File: config.mk
export PLATFORM = sky130hd
export DESIGN_NAME = pgt_eval
export DESIGN_NICKNAME = d
export VERILOG_FILES = /design/src/hdl/pgt_pkg.sv /design/src/hdl/pgt_eval.sv
export SDC_FILE = /design/constraint.sdc
export NUM_CORES = 1
export LEC_CHECK = 0
export ABC_AREA = 1
export BUFFER_PORTS_ARGS = -buffer_cell sky130_fd_sc_hd__buf_2
export CORE_AREA = 2 2 307 309
export DETAILED_ROUTE_END_ITERATION = 6
export DIE_AREA = 0 0 309 311
export PLACE_DENSITY_LB_ADDON = 0.3
export SKIP_LAST_GASP = 1
export SYNTH_ARGS = -nofsm -noshare
export SYNTH_HDL_FRONTEND = slang
export SYNTH_SLANG_ARGS = --single-unit
File: constraint.sdc
create_clock -name vclk -period 2.9
set_input_delay 0.145 -clock vclk [all_inputs]
set_output_delay 0.145 -clock vclk [all_outputs]
set_load 0.01 [all_outputs]
File: src/hdl/pgt_pkg.sv
`timescale 1ns / 1ps
`default_nettype none

package pgt_pkg;

  // Number of gap cells in the chain.
  localparam int MaxGaps = 16;
  localparam int CntW    = $clog2(MaxGaps + 1);

  typedef enum logic [1:0] {
    KindState    = 2'd0,
    KindBalanced = 2'd1,
    KindNew      = 2'd2
  } kind_e;

  // Configuration register indexes.
  localparam logic CfgGain = 1'b0;
  localparam logic CfgSpan = 1'b1;

  // One stored gap.
  typedef struct packed {
    logic        valid;
    logic [31:0] low;
    logic [31:0] high;
    logic        bullish;
    logic        mitigated;
    logic        filled;
    logic [31:0] sequence_no;
    logic [47:0] origin;
  } entry_t;

  // One result, without the event time and the last marker.
  typedef struct packed {
    kind_e       kind;
    logic        bullish;
    logic [31:0] low;
    logic [31:0] high;
    logic        mitigated;
    logic        inverted;
    logic [31:0] sequence_no;
    logic [47:0] origin;
  } event_t;

  // The bar under work.
  typedef struct packed {
    logic [31:0] op;
    logic [31:0] hp;
    logic [31:0] lp;
    logic [31:0] cp;
    logic [47:0] t;
    logic [31:0] seq;
    logic [31:0] avg;
  } bar_t;

  // Candidate gap of the bar, for the balanced range pass.
  typedef struct packed {
    logic        bullish;
    logic [31:0] low;
    logic [31:0] high;
    logic [31:0] floor_seq;
  } gap_t;

endpackage

`default_nettype wire

File: src/hdl/pgt_eval.sv
`timescale 1ns / 1ps
`default_nettype none

module pgt_eval (
  input  wire pgt_pkg::entry_t head_i,
  input  wire logic            bal_pass_i,
  input  wire pgt_pkg::bar_t   bar_i,
  input  wire pgt_pkg::gap_t   gap_i,
  output pgt_pkg::entry_t      entry_o,
  output logic                 hit_o,
  output pgt_pkg::event_t      event_o
);
  import pgt_pkg::*;

  logic [32:0] mid2;
  logic [32:0] lo2;
  logic [32:0] hi2;
  logic        mit_hit;
  logic        broken;
  logic        live;
  logic [31:0] olo;
  logic [31:0] ohi;
  logic        overlap;

  assign mid2 = {1'b0, head_i.low} + {1'b0, head_i.high};
  assign lo2  = {bar_i.lp, 1'b0};
  assign hi2  = {bar_i.hp, 1'b0};
  assign live = head_i.valid && !head_i.filled;

  // Midpoint touch and far edge break of a stored gap.
  assign mit_hit = !head_i.mitigated && (lo2 <= mid2) && (mid2 <= hi2);
  assign broken  = head_i.bullish ? (bar_i.cp < head_i.low) : (bar_i.cp > head_i.high);

  // Overlap with the candidate gap.
  assign olo     = (head_i.low > gap_i.low) ? head_i.low : gap_i.low;
  assign ohi     = (head_i.high < gap_i.high) ? head_i.high : gap_i.high;
  assign overlap = head_i.valid && (head_i.bullish != gap_i.bullish) &&
                   (head_i.sequence_no >= gap_i.floor_seq) && (olo <= ohi);

  always_comb begin
    entry_o = head_i;
    hit_o   = 1'b0;
    event_o = '0;
    if (bal_pass_i) begin
      hit_o               = overlap;
      event_o.kind        = KindBalanced;
      event_o.bullish     = gap_i.bullish;
      event_o.low         = olo;
      event_o.high        = ohi;
      event_o.sequence_no = bar_i.seq;
      event_o.origin      = bar_i.t;
    end else begin
      if (live) begin
        entry_o.mitigated = head_i.mitigated || mit_hit || broken;
        entry_o.filled    = broken;
        hit_o             = mit_hit || broken;
      end
      event_o.kind        = KindState;
      event_o.bullish     = head_i.bullish;
      event_o.low         = head_i.low;
      event_o.high        = head_i.high;
      event_o.mitigated   = entry_o.mitigated;
      event_o.inverted    = entry_o.filled;
      event_o.sequence_no = head_i.sequence_no;
      event_o.origin      = head_i.origin;
    end
  end

endmodule

`default_nettype wire

==> results of run 1 <==
worst max-delay path by stage:
stage,from,endpoint,cells after the start
2_1_floorplan,head_i[83],entry_o[81],26
3_3_place_gp,head_i[86],hit_o,26
3_5_place_dp,head_i[86],hit_o,26
4_1_cts,head_i[112],hit_o,24
5_1_grt,head_i[91],entry_o[81],24
6_report,head_i[91],entry_o[81],24
placed cells by master (no fill, tap or decap), types with 13 or more instances in the layout:
master / instances
o21a_1: 14
and2_1: 33
o21ai_0: 41
buf_4: 369
nand4_1: 18
xor2_1: 17
ha_1: 271
nand2_1: 733
a21oi_2: 18
inv_1: 305
nand2_2: 24
buf_12: 17
nand3_1: 160
nor2_1: 78
a21oi_1: 140
o21ai_1: 13
buf_2: 710
final cells by class:
cell class	instances	area [um^2]	share of cell area (%)
multi-input combinational	1697	10700	52.5
timing repair buffer	1112	6920	33.9
tap	1254	1570	7.69
inverter	312	1170	5.75
antenna	11	27.5	0.135
per-stage QoR:
| step | instances | utilization (%) | hold WS [ns] | worst slack [ns] | TNS, ns |
|---|---|---|---|---|---|
| final | 4386 | 22.0 | 0.495 | -0.860 | -2.56 |
| after global routing | 4376 | 22.0 | 0.507 | -1.11 | -3.29 |
| after CTS | 4371 | 21.6 | 0.493 | -0.975 | -2.86 |
| after detailed placement | 4352 | 20.7 | 0.493 | -1.45 | -4.28 |
| after global placement | 4352 | 20.7 | 0.492 | -1.48 | -4.51 |
| after floorplan | 2207 | - | 0.382 | 0.00979 | 0 |
power by group:
group | internal, mW | switching [mW]
sequential | 0 | 0
clock | 0.000000451 | 0
combinational | 2.05 | 2.68
total | 2.05 | 2.68
what timing repair did:
action,in CTS,in global routing
endpoints found under the setup margin,7,28
endpoints found under the hold margin,0,0
setup buffers,14,4
gates resized for setup,121,69
pin swaps,52,24
gates cloned,5,0
cells by family after synthesis:
kind of cell    after synthesis  synth area share [%]
simple gates               1111                  36.9
buf+inv                     511                  20.3
fa+ha+maj                   287                  28.8
compound gates              266                  11.8
xor+xnor                     31                  2.18
other cells                   1                0.0301
per-layer routing:
metal | part of all wire [%] | wire length, um
met5 | 0.22 | 195
met1 | 48 | 43300
met2 | 42 | 37500
met4 | 1.8 | 1650
met3 | 7.9 | 7100
==> results.cfg, run 1 <==
[worst_hold_path]
hold_depth = 2
hp-start = head_i[24]
hp-class = in -> out
hold_end = entry_o[24]

[sta]
setup_viol = 3
tightest_slew_ns = 0.642
rsz0062_at_grt = true
clock.fmax_mhz = 266
slew_viol_final = 0
slew_headroom_pct = 57.2
fin_crit_sh_pct = 130
layout_min_cycle_time_ns = 3.76
setup_ws_ns = -0.860
hold_viol = 0

[grt]
antenna_found_initial = 39
globalRouteTotalUtil_pct = 17.6
grt-ovfl-total = 0
grt-busiest-layer = met2
grt_use_met1_pct = 25.5
grt_max_degree = 49
use_met2_pct = 26.8
grt_use_met3_pct = 4.33
grt_pass1_wl_mm = 122
grt_pass1_vias = 16600

[floorplan]
dieWidth_um = 309
coreArea_um2 = 92800
start_util_pct = 13.4
die-area_um2 = 96100
floorplan.rows = 112
die_h_um = 311
ios = 784

[setup_path]
crit_slowest_cell = ha_1
cpPeakStageDelay_ns = 0.36
path_max_fanout = 4
required_ns = 2.76
critPathLaunchType = primary input
crit_path_end_kind = output port
worstPathCellList = buf_2 > ha_1 > a21oi_1 > o21ai_0 > a21oi_1 > o21ai_4 > nand3_1 > nand4_1 > xor2_1 > ha_1 > nand2_1 > nor3_2 > and3_4 > and2_1 > nand2_1 > nand2_1 > nand2_2 > nand3_2 > buf_6 > nand2_4 > nand2_4 > buf_6 > nand2_2 > buf_6
arrival_ns = 3.62
worst-path-buf-inv = 4
path_class = in -> out
cpLargestDelayFamily = simple AND/OR/NAND/NOR gates

[drt]
wl_per_cell_um = 20.5
firstDrtPassIters = 5
finalWirelength_mm = 89.7
drt_iter0_drc = 1075
drc = 0
viasPerCell = 3.98
ant_nets = 0
num_vias = 17400

[logic_synthesis]
synth_area_leaders = ha_1, nand2_1, inv_1
syn_avg_cell_area_um2 = 5.65
yosysWarnings = 0
synth_top_cell_area_share_pct = 28.7
synth_common_cells = nand2_1, inv_1, ha_1, nand3_1, a21oi_1
syn_inst = 2207
ys_seq_area_share_pct = 0
synth_top_area_cell = ha_1
synth.most_common_cell = nand2_1
synth_nets = 2980
synth_cell_types = 44
syn-cell-area_um2 = 12500

[layout]
fin_area_um2 = 20400
fillers = 10900
regArea_um2 = 0
nets = 3896
seq_cells = 0
syn2layout_area_growth_pct = 63.6
clockBufferCount = 0
drive_gt1_share_pct = 40.1

[pwr]
finalPower_mw = 4.73
peakVddDrop_v = 0.0000916
power.density_nw_per_um2 = 232
power.leakage_nw = 12.2

[run]
maxCapViolCount = 0

[place]
dpl_cell_area_um2 = 19200
io_buffers = 719
routabilityCongestion = 0.945
dp_hpwl_mm = 80.5

[outcome]
status = finished, violations left
violations = setup timing

[clocking]
holdBufCountCts = 0
Power figures use the tool's default switching activity.
==> run 2, diff against run 1 <==
- BUFFER_PORTS_ARGS: -buffer_cell sky130_fd_sc_hd__buf_2 -> not set
- CELL_PAD_IN_SITES_DETAIL_PLACEMENT: not set -> 1
- CELL_PAD_IN_SITES_GLOBAL_PLACEMENT: not set -> 1
- CORE_AREA: 2 2 307 309 -> 2 2 303 305
- DIE_AREA: 0 0 309 311 -> 0 0 305 307
- DONT_BUFFER_PORTS: not set -> 1
==> run 2 against run 1 <==
Against the previous run:
- the run still ends with setup timing left
- via count decreased by 14%
- core utilization shrank 2.6 points
- non-clock buffer count decreased by 737
- largest power group unchanged
- die area decreased by 2.6%
- power shrank 8.7%
- combinational power shrank 8.9%
- largest cell class unchanged
==> results.cfg, run 2 (same netlist as run 1, synthesis figures left out) <==
[drt]
wl_per_cell_um = 24.5
drt_iter0_drc = 907
firstDrtPassIters = 5
ant_nets = 0
drc = 0
num_vias = 15000
viasPerCell = 4.20
finalWirelength_mm = 87.7

[grt]
grt-ovfl-total = 0
grt_pass1_wl_mm = 118
grt_max_degree = 152
globalRouteTotalUtil_pct = 17.6
grt_pass1_vias = 14900
antenna_found_initial = 25

[pwr]
power.leakage_nw = 9.32
finalPower_mw = 4.32
power.density_nw_per_um2 = 245
peakVddDrop_v = 0.0000706

[floorplan]
dieWidth_um = 305
die_h_um = 307
coreArea_um2 = 90700
start_util_pct = 13.8
floorplan.rows = 111
ios = 784
die-area_um2 = 93600

[sta]
slew_headroom_pct = 57.5
whs_ns = 0.290
setup_viol = 3
tightest_slew_ns = 0.638
hold_viol = 0
rsz0062_at_grt = true
tns_ns = -1.48
clock.fmax_mhz = 292
slew_viol_final = 0
fin_crit_sh_pct = 118
layout_min_cycle_time_ns = 3.43
setup_ws_ns = -0.530

[setup_path]
arrival_ns = 3.28
path_class = in -> out
worst_path_most_repeated_cell = nand2_2
crit_slowest_cell = ha_4
crit_path_end_kind = output port
critPathLaunchType = primary input
cpPeakStageDelay_ns = 0.28
path_max_fanout = 7
required_ns = 2.76

[layout]
final_cell_mix = nand2_1, buf_4, inv_1
regArea_um2 = 0
seq_cells = 0
final_common_cell = nand2_1
nets = 3158
drive_gt1_share_pct = 28.8
final_core_util_pct = 19.4
clockBufferCount = 0
syn2layout_area_growth_pct = 41.0
fillers = 11300

[place]
dp_slack_ns = -1.16
io_buffers = 0
dp_hpwl_mm = 77.1
routabilityCongestion = 0.955

[worst_hold_path]
hp-class = in -> out

[outcome]
violations = setup timing
status = finished, violations left

[clocking]
holdBufCountCts = 0

[run]
maxCapViolCount = 0
run 2: per-stage QoR:
stage | instances | cell area (um^2)
3_5_place_dp | 3540 | 15300
3_3_place_gp | 3540 | 15300
6_report | 3579 | 17600
4_1_cts | 3561 | 16300
2_1_floorplan | 2207 | 12500
5_1_grt | 3572 | 17600
run 2: worst paths after layout:
kind / start / endpoint / slack, ns / cells after the start
setup / recovery: gap_i[91] / hit_o / -0.53 / 25
hold / removal: head_i[142] / entry_o[142] / 0.29 / 0
run 2: final cells by class:
type | instances | area [um^2] | share of cell area (%)
Tap cell | 1186 | 1480 | 8.43
Inverter | 312 | 1180 | 6.69
Timing Repair Buffer | 375 | 3100 | 17.6
Antenna cell | 10 | 25.0 | 0.142
Multi-Input combinational cell | 1696 | 11800 | 67.1
run 2: power breakdown:
part | internal (mW) | leakage (nW) | switching [mW] | total (mW)
logic | 1.91 | 9.32 | 2.40 | 4.31
registers | 0 | 0 | 0 | 0
clock network | 0.000000488 | 0.0000634 | 0 | 0.000000488
run 2: layer usage:
metal / vias to the layer above / part of all wire (%) / global-route usage (%)
li1: 7325 / - / -
met1: 6963 / 46 / 23.6
met2: 597 / 42 / 26.2
met3: 93 / 11 / 8.34
met4: 38 / 1.2 / 1.76
met5: - / 0.32 / 0.258
run 2: critical path, delay by kind of cell:
family	cells	cell delay, ns
and+or+nand+nor	15	1.69
adders and majority gates	2	0.53
buffers and inverters	8	0.91
run 2: repair_timing:
item,in CTS,in global routing
pin swaps,75,129
resized for setup,175,242
cloned,3,0
setup buffers,19,9
setup endpoints to repair,3,4
endpoints found under the hold margin,0,0
