### src/hdl/pgt_pkg.sv
`timescale 1ns / 1ps
`default_nettype none

package pgt_pkg;

  // Number of gap cells in the chain.
  localparam int MaxGaps = 16;
  localparam int CntW    = $clog2(MaxGaps + 1);

  typedef enum logic [1:0] {
    KindState    = 2'd0,
    KindBalanced = 2'd1,
    KindNew      = 2'd2
  } kind_e;

  // Configuration register indexes.
  localparam logic CfgGain = 1'b0;
  localparam logic CfgSpan = 1'b1;

  // One stored gap.
  typedef struct packed {
    logic        valid;
    logic [31:0] low;
    logic [31:0] high;
    logic        bullish;
    logic        mitigated;
    logic        filled;
    logic [31:0] sequence_no;
    logic [47:0] origin;
  } entry_t;

  // One result, without the event time and the last marker.
  typedef struct packed {
    kind_e       kind;
    logic        bullish;
    logic [31:0] low;
    logic [31:0] high;
    logic        mitigated;
    logic        inverted;
    logic [31:0] sequence_no;
    logic [47:0] origin;
  } event_t;

  // The bar under work.
  typedef struct packed {
    logic [31:0] op;
    logic [31:0] hp;
    logic [31:0] lp;
    logic [31:0] cp;
    logic [47:0] t;
    logic [31:0] seq;
    logic [31:0] avg;
  } bar_t;

  // Candidate gap of the bar, for the balanced range pass.
  typedef struct packed {
    logic        bullish;
    logic [31:0] low;
    logic [31:0] high;
    logic [31:0] floor_seq;
  } gap_t;

endpackage

`default_nettype wire

### src/hdl/pgt_cell.sv
`timescale 1ns / 1ps
`default_nettype none

module pgt_cell (
  input  wire logic            clk_i,
  input  wire logic            rst_ni,
  input  wire logic            shift_en_i,
  input  wire pgt_pkg::entry_t shift_in_i,
  input  wire logic            ins_en_i,
  input  wire logic            prev_valid_i,
  input  wire pgt_pkg::entry_t ins_data_i,
  output pgt_pkg::entry_t      entry_o
);
  import pgt_pkg::*;

  entry_t      entry_cur, entry_d;
  logic        valid_q;
  logic [31:0] low_q;
  logic [31:0] high_q;
  logic        bullish_q;
  logic        mitigated_q;
  logic        filled_q;
  logic [31:0] sequence_q;
  logic [47:0] origin_q;
  logic        load;

  // The stored gap as one record.
  always_comb begin
    entry_cur.valid       = valid_q;
    entry_cur.low         = low_q;
    entry_cur.high        = high_q;
    entry_cur.bullish     = bullish_q;
    entry_cur.mitigated   = mitigated_q;
    entry_cur.filled      = filled_q;
    entry_cur.sequence_no = sequence_q;
    entry_cur.origin      = origin_q;
  end

  // The first empty cell after the filled ones takes a new gap.
  assign load = ins_en_i && !valid_q && prev_valid_i;

  always_comb begin
    entry_d = entry_cur;
    if (shift_en_i) begin
      entry_d = shift_in_i;
    end else if (load) begin
      entry_d = ins_data_i;
    end
  end

  always_ff @(posedge clk_i or negedge rst_ni) begin
    if (!rst_ni) begin
      valid_q <= 1'b0;
    end else begin
      valid_q <= entry_d.valid;
    end
  end

  always_ff @(posedge clk_i) begin
    low_q       <= entry_d.low;
    high_q      <= entry_d.high;
    bullish_q   <= entry_d.bullish;
    mitigated_q <= entry_d.mitigated;
    filled_q    <= entry_d.filled;
    sequence_q  <= entry_d.sequence_no;
    origin_q    <= entry_d.origin;
  end

  assign entry_o = entry_cur;

endmodule

`default_nettype wire

### config.mk
export PLATFORM = sky130hd
export DESIGN_NAME = pgt_cell
export DESIGN_NICKNAME = d
export VERILOG_FILES = /design/src/hdl/pgt_pkg.sv /design/src/hdl/pgt_cell.sv
export SDC_FILE = /design/constraint.sdc
export NUM_CORES = 1
export LEC_CHECK = 0
export BUFFER_PORTS_ARGS = -buffer_cell sky130_fd_sc_hd__buf_2
export CELL_PAD_IN_SITES_DETAIL_PLACEMENT = 0
export CELL_PAD_IN_SITES_GLOBAL_PLACEMENT = 1
export CORE_AREA = 2 2 173 175
export CTS_CLUSTER_SIZE = 24
export DETAILED_ROUTE_END_ITERATION = 8
export DIE_AREA = 0 0 175 177
export PLACE_DENSITY_LB_ADDON = 0.1
export SLEW_MARGIN = 20
export SYNTH_ARGS = -nofsm -noshare
export SYNTH_HDL_FRONTEND = slang
export SYNTH_SLANG_ARGS = --single-unit
### constraint.sdc
create_clock -name clk_i -period 10.8 [get_ports clk_i]
set_input_delay 1.62 -clock clk_i [delete_from_list [all_inputs] [get_ports clk_i]]
set_output_delay 1.62 -clock clk_i [all_outputs]
set_load 0.03 [all_outputs]
==> results.ini, run 1 <==
[timing]
setup_viol = 0
relSlewSlack_pct = 40.6
tightest_slew_ns = 0.891
post-route-period-util_pct = 30.0
skew_ns = 0.0119
hold_viol = 0
holdWs_ns = 0.645
grt_setup_unrepaired = false
fin_ws_ns = 7.56
maxSlewViolCount = 0
period_needed_ns = 3.24
fin_setup_tns_ns = 0
fmax_ghz = 0.309

[detailed_routing]
drt-total-wl_mm = 21.2
drt_first_pass_iters = 4
highest_layer = met5
drt_first_iter_violations = 185
wl_met2_mm = 11.3
wl_met3_mm = 2.46
drc = 0
m1WireLength_mm = 7.21
num_vias = 4591
routedWlPerCell_um = 18.0
viasPerCell = 3.90
ant_nets = 0

[clocking]
cts_setup_buffers = 0
clk_latency_ns = 0.42
cts_tree = built
clk_pin_slew_ns = 0.06
clock-sinks = 148
cts_hold_buf = 0
numCtsBuffers = 17
htreeDepth = 4
cts_root_buffer = clkbuf_16
cts_max_path_buffers = 2
cts_resized = 0

[global_routing]
grt_pass1_wl_mm = 29.6
grt_pass1_vias = 5060
antenna_found_initial = 6
grtUsageTotal_pct = 13.1
gr-total-overflow = 0
grt_max_degree = 91

[placed_design]
io_buffers = 448
hpwlAfterDp_mm = 16.6
place_congestion = 0.787
dp_slack_ns = 7.10

[synth]
synth_top_area_cell = edfxtp_1
synth_cell_types = 13
synth_top_area_share_pct = 66.2
ys_seq_elements = 148
synthesis.area_um2 = 6670
syn-num-nets = 622
seq_area_frac_synth_pct = 66.5
avgSynthCellArea_um2 = 20.8
synthTopCellsByArea = edfxtp_1 (66%), mux2_4 (22%), mux2_2 (8.4%), buf_6 (1.9%), buf_4 (0.45%)
synth_cells = 321
yosysWarnings = 0

[critical_path]
critPathKind = input port to flip-flop
critPathMaxFanout = 90
crit_chain = clkbuf_8 > o21bai_4 > buf_6
crit_path_max_incr_delay_ns = 0.65
crit_path_start_kind = input port
critical_path_required_ns = 10.83
cp_data_arrival_time_ns = 3.27
end_kind = flip-flop
critPathSlowestCell = buf_6

[floorplan]
ios = 449
core_um2 = 29200
start_util_pct = 22.8
fp-row-count = 63
die_w_um = 175
die_area_um2 = 31000
dieHeight_um = 177

[cells_and_area]
drive_gt1_share_pct = 80.3
fin_nets = 1072
syn_to_final_growth_pct = 47.7
fin_util_pct = 33.7

[run]
cap_violations = 0

[pwr]
p_per_area_nw_per_um2 = 161
power_leakage_uw = 0.00453
finalPower_uw = 1590
ir_drop_mv = 0.0907

[outcome]
status = finished clean

[worst_hold_path]
hp-class = flip-flop to flip-flop

## layout by cell type, fill, tap and decap left out, drive strengths merged, types with 2 or more instances in the layout
cell type,instances
diode,3
edfxtp,147
clkinvlp,2
clkbuf,20
clkinv,2
inv,7
buf,451
mux2,147
bufinv,2
## Yosys cell counts (all sizes together)
| library cell | count |
|---|---|
| edfxtp | 147 |
| mux2 | 147 |
| buf | 20 |
| a21oi | 1 |
| a311oi | 1 |
| clkbuf | 1 |
| dfrtp | 1 |
| inv | 1 |
| nand2 | 1 |
| o21bai | 1 |
## where the power goes
| group | switching [uW] | internal [uW] |
|---|---|---|
| Sequential | 10.8 | 689 |
| Clock | 253 | 345 |
| Combinational | 169 | 124 |
## cell families after synthesis
group / synth area share [%]
AOI/OAI and AO/OA: 0.319
buffers and inverters: 2.81
and+or+nand+nor: 0.0562
muxes: 30.3
DFF: 66.5
## critical path: cells and delay by family
family / cells / cell delay (ns)
AO/OA/AOI/OAI: 1 / 0.27
buffers and inverters: 2 / 1.23
## layer usage
| layer | up-vias | global-route usage, % |
|---|---|---|
| met5 | - | 0 |
| li1 | 2161 | - |
| met1 | 2131 | 12.5 |
| met4 | 6 | 3.96 |
| met2 | 277 | 24.4 |
| met3 | 16 | 6.74 |
## layout make-up
type                            count  area [um2]
Antenna cell                        3        7.51
Clock buffer                       19         433
Clock inverter                     12         145
Fill cell                        2959       19400
Inverter                            1        3.75
Multi-Input combinational cell    151        2060
Sequential cell                   148        4440
Tap cell                          390         488
Timing Repair Buffer              452        2280
## per-stage QoR
stage	cells	cell area, um2
final	1176	9860
after global routing	1175	9850
after detailed placement	1142	9270
after global placement	1142	9270
after floorplan	321	6670
after CTS	1173	9850
## flip-flops by register name, indices dropped and copies added, names as in the netlist
register and cells:
bullish_q 1, mitigated_q 1, filled_q 1, high_q 32, origin_q 48, low_q 32
sequence_q 32, valid_q 1
## path summary, 6_finish.rpt
check | from | endpoint | slack (ns) | cells after the start
min in group asynchronous | rst_ni | valid_q | 0.97 | 1
hold reg to reg | valid_q | valid_q | 0.65 | 2
setup reg to reg | valid_q | high_q[24] | 9.08 | 2
max in group asynchronous | rst_ni | valid_q | 9.74 | 1
hold / removal | valid_q | valid_q | 0.65 | 2
setup / recovery | shift_en_i | high_q[24] | 7.56 | 3
(Power assumes the default switching activity.)
==> inputs of run 2 (changes only) <==
==> constraint.sdc (replaced) <==
create_clock -name clk_i -period 3.1 [get_ports clk_i]
set_input_delay 0.465 -clock clk_i [delete_from_list [all_inputs] [get_ports clk_i]]
set_output_delay 0.465 -clock clk_i [all_outputs]
set_load 0.03 [all_outputs]
==> run 2 against run 1 <==
Net effect: total power grew to 3.4 times the previous value; clock skew shrank 0.0030 ns; clock power grew to 3.4 times the previous value; largest cell class unchanged.
==> results.ini, run 2 (synthesis results as in run 1) <==
[pwr]
clkPwrFrac_pct = 36.8  ; was 37.6%
power_leakage_uw = 0.00454  ; was 0.00453 uW
combPwrFrac_pct = 18.8  ; was 18.4%
p_per_area_nw_per_um2 = 553  ; was 161 nW/um2
p_sw_share_pct = 26.2  ; was 27.2%
p_switching_uw = 1440  ; was 433 uW
internal_power_uw = 4050  ; was 1160 uW
pwr-share-seq_pct = 44.4  ; was 44.0%
ir_drop_mv = 0.269  ; was 0.0907 mV

[placed_design]
dp_cells = 1142  ; unchanged
hpwlAfterDp_mm = 16.1  ; was 16.6 mm
io_buffers = 448  ; unchanged
place_congestion = 0.800  ; was 0.787

[critical_path]
critPathLaunch = valid_q  ; was shift_en_i
critPathKind = flip-flop to flip-flop  ; was input port to flip-flop
crit_path_max_incr_delay_ns = 0.56  ; was 0.65 ns
crit_path_start_kind = flip-flop  ; was input port
worstSetupEndpoint = origin_q[6]  ; was high_q[24]
worstRegToRegCells = 2  ; unchanged
critPathMaxFanout = 73  ; was 90
end_kind = flip-flop  ; unchanged
critical_path_required_ns = 3.16  ; was 10.83 ns
reg2reg_to = origin_q[6]  ; was high_q[24]
reg2reg_from = valid_q  ; unchanged
ff2ff_setup_slack_ns = 1.28  ; was 9.08 ns
cp_data_arrival_time_ns = 1.88  ; was 3.27 ns
crit_chain = o21bai_4 > buf_12  ; was clkbuf_8 > o21bai_4 > buf_6
critPathSlowestCell = o21bai_4  ; was buf_6

[cells_and_area]
mostFrequentLayoutCells = buf_2 (447), edfxtp_1 (147), mux2_4 (97)  ; unchanged
nFillCells = 2908  ; was 2959
syn_to_final_growth_pct = 48.7  ; was 47.7%
stdcell_count = 1178  ; was 1176
regMostFlops = origin_q  ; unchanged
fin_nets = 1073  ; was 1072
largest_reg_flops = 48  ; unchanged
drive_gt1_share_pct = 80.0  ; was 80.3%
mostFrequentLayoutCell = buf_2  ; unchanged

[run]
cap_violations = 0  ; unchanged

[detailed_routing]
ant_nets = 0  ; unchanged
drt_first_iter_violations = 121  ; was 185
num_vias = 4578  ; was 4591
drt-total-wl_mm = 20.5  ; was 21.2 mm
drc = 0  ; unchanged
routedWlPerCell_um = 17.4  ; was 18.0 um
drt_first_pass_iters = 4  ; unchanged
viasPerCell = 3.89  ; was 3.90

[global_routing]
grt_pass1_wl_mm = 28.3  ; was 29.6 mm
grt_max_degree = 95  ; was 91
grtUsageTotal_pct = 12.5  ; was 13.1%
antenna_found_initial = 4  ; was 6
grt_pass1_vias = 4877  ; was 5060
gr-total-overflow = 0  ; unchanged

[clocking]
cts_resized = 0  ; unchanged
cts_tree = built  ; unchanged
clock-sinks = 148  ; unchanged
clk_latency_ns = 0.41  ; was 0.42 ns
cts_root_buffer = clkbuf_16  ; unchanged
htreeDepth = 4  ; unchanged
clk_pin_slew_ns = 0.06  ; about the same
cts_max_path_buffers = 2  ; unchanged
numCtsBuffers = 17  ; unchanged

[floorplan]
ios = 449  ; unchanged
fp-row-count = 63  ; unchanged
dieHeight_um = 177  ; unchanged
start_util_pct = 22.8  ; unchanged
die_area_um2 = 31000  ; unchanged
die_w_um = 175  ; unchanged
core_um2 = 29200  ; unchanged

[timing]
period_needed_ns = 1.82
tightest_slew_ns = 0.767  ; was 0.891 ns
grt_setup_unrepaired = false  ; unchanged
hold_viol = 0  ; unchanged
relSlewSlack_pct = 48.9  ; was 40.6%
post-route-period-util_pct = 58.6
maxSlewViolCount = 0  ; unchanged
fin_setup_tns_ns = 0  ; unchanged
fmax_ghz = 0.550
skew_ns = 0.00889  ; was 0.0119 ns
setup_viol = 0  ; unchanged

[outcome]
status = finished clean  ; unchanged

[worst_hold_path]
min_path_cells = 3  ; was 2
hp-class = input port to flip-flop  ; was flip-flop to flip-flop

run 2: cell types whose count changed in the layout (fill, tap and decap cells not counted), sizes merged:
cell | before | now
inv | 7 | 1
clkbuf | 20 | 24
clkinvlp | 2 | 4
clkinv | 2 | 3
dlygate4sd3 | 0 | 1
run 2: what timing repair did:
| action | in CTS | in global routing |
|---|---|---|
| buffers inserted | 0 | 0 |
| hold endpoints to repair | 1 | 0 |
| setup endpoints to repair | 0 | 0 |
| hold buffers | 1 | 0 |
run 2: stage by stage:
stage	hold slack, ns	total power [uW]	cell area [um2]	utilization, %	setup slack (ns)
final	0.275	5480	9920	33.9	1.28
after floorplan	0.169	3130	6700	-	-0.0623
after detailed placement	0.242	3530	9330	31.9	1.01
after CTS	0.244	5580	9910	33.9	1.26
after global routing	0.265	5700	9920	33.9	1.18
after global placement	0.240	3520	9330	31.9	1.05
run 2: per-layer routing:
layer | global-route usage, % | share of wire, % | vias to the layer above
met5 | 0 | 0.058 | -
met4 | 4.65 | 2.1 | 2
met3 | 5.54 | 10 | 23
met2 | 22.8 | 52 | 281
met1 | 12.6 | 36 | 2113
li1 | - | - | 2159
run 2: worst min-delay path by stage:
stage	from	slack (ns)	to
after floorplan	rst_ni	0.17	valid_q
after CTS	shift_in_i[147]	0.24	valid_q
after detailed placement	rst_ni	0.24	valid_q
after global routing	shift_in_i[147]	0.27	valid_q
after global placement	rst_ni	0.24	valid_q
final	shift_in_i[147]	0.27	valid_q
run 2: power groups by stage:
stage / Combinational [uW] / Clock, uW / Sequential (uW)
2_1_floorplan: 324 / 0 / 2810
3_3_place_gp: 1040 / 0 / 2480
3_5_place_dp: 1050 / 0 / 2480
4_1_cts: 1050 / 2090 / 2440
5_1_grt: 1100 / 2150 / 2450
6_report: 1030 / 2020 / 2430
run 2: final cells by class:
cell class | instances | area (um2) | share of cell area, %
sequential | 148 | 4440 | 44.8
timing repair buffer | 453 | 2340 | 23.6
multi-input combinational | 151 | 2070 | 20.9
tap | 390 | 488 | 4.92
clock buffer | 23 | 458 | 4.62
clock inverter | 9 | 109 | 1.10
antenna | 3 | 7.51 | 0.0757
inverter | 1 | 3.75 | 0.0378
run 2: critical path: cells and delay by family (launching register included):
| kind | cells | cell delay (ns) |
|---|---|---|
| AO/OA/AOI/OAI | 1 | 0.56 |
| buffers and inverters | 1 | 0.43 |
| flip-flops | 1 | 0.42 |
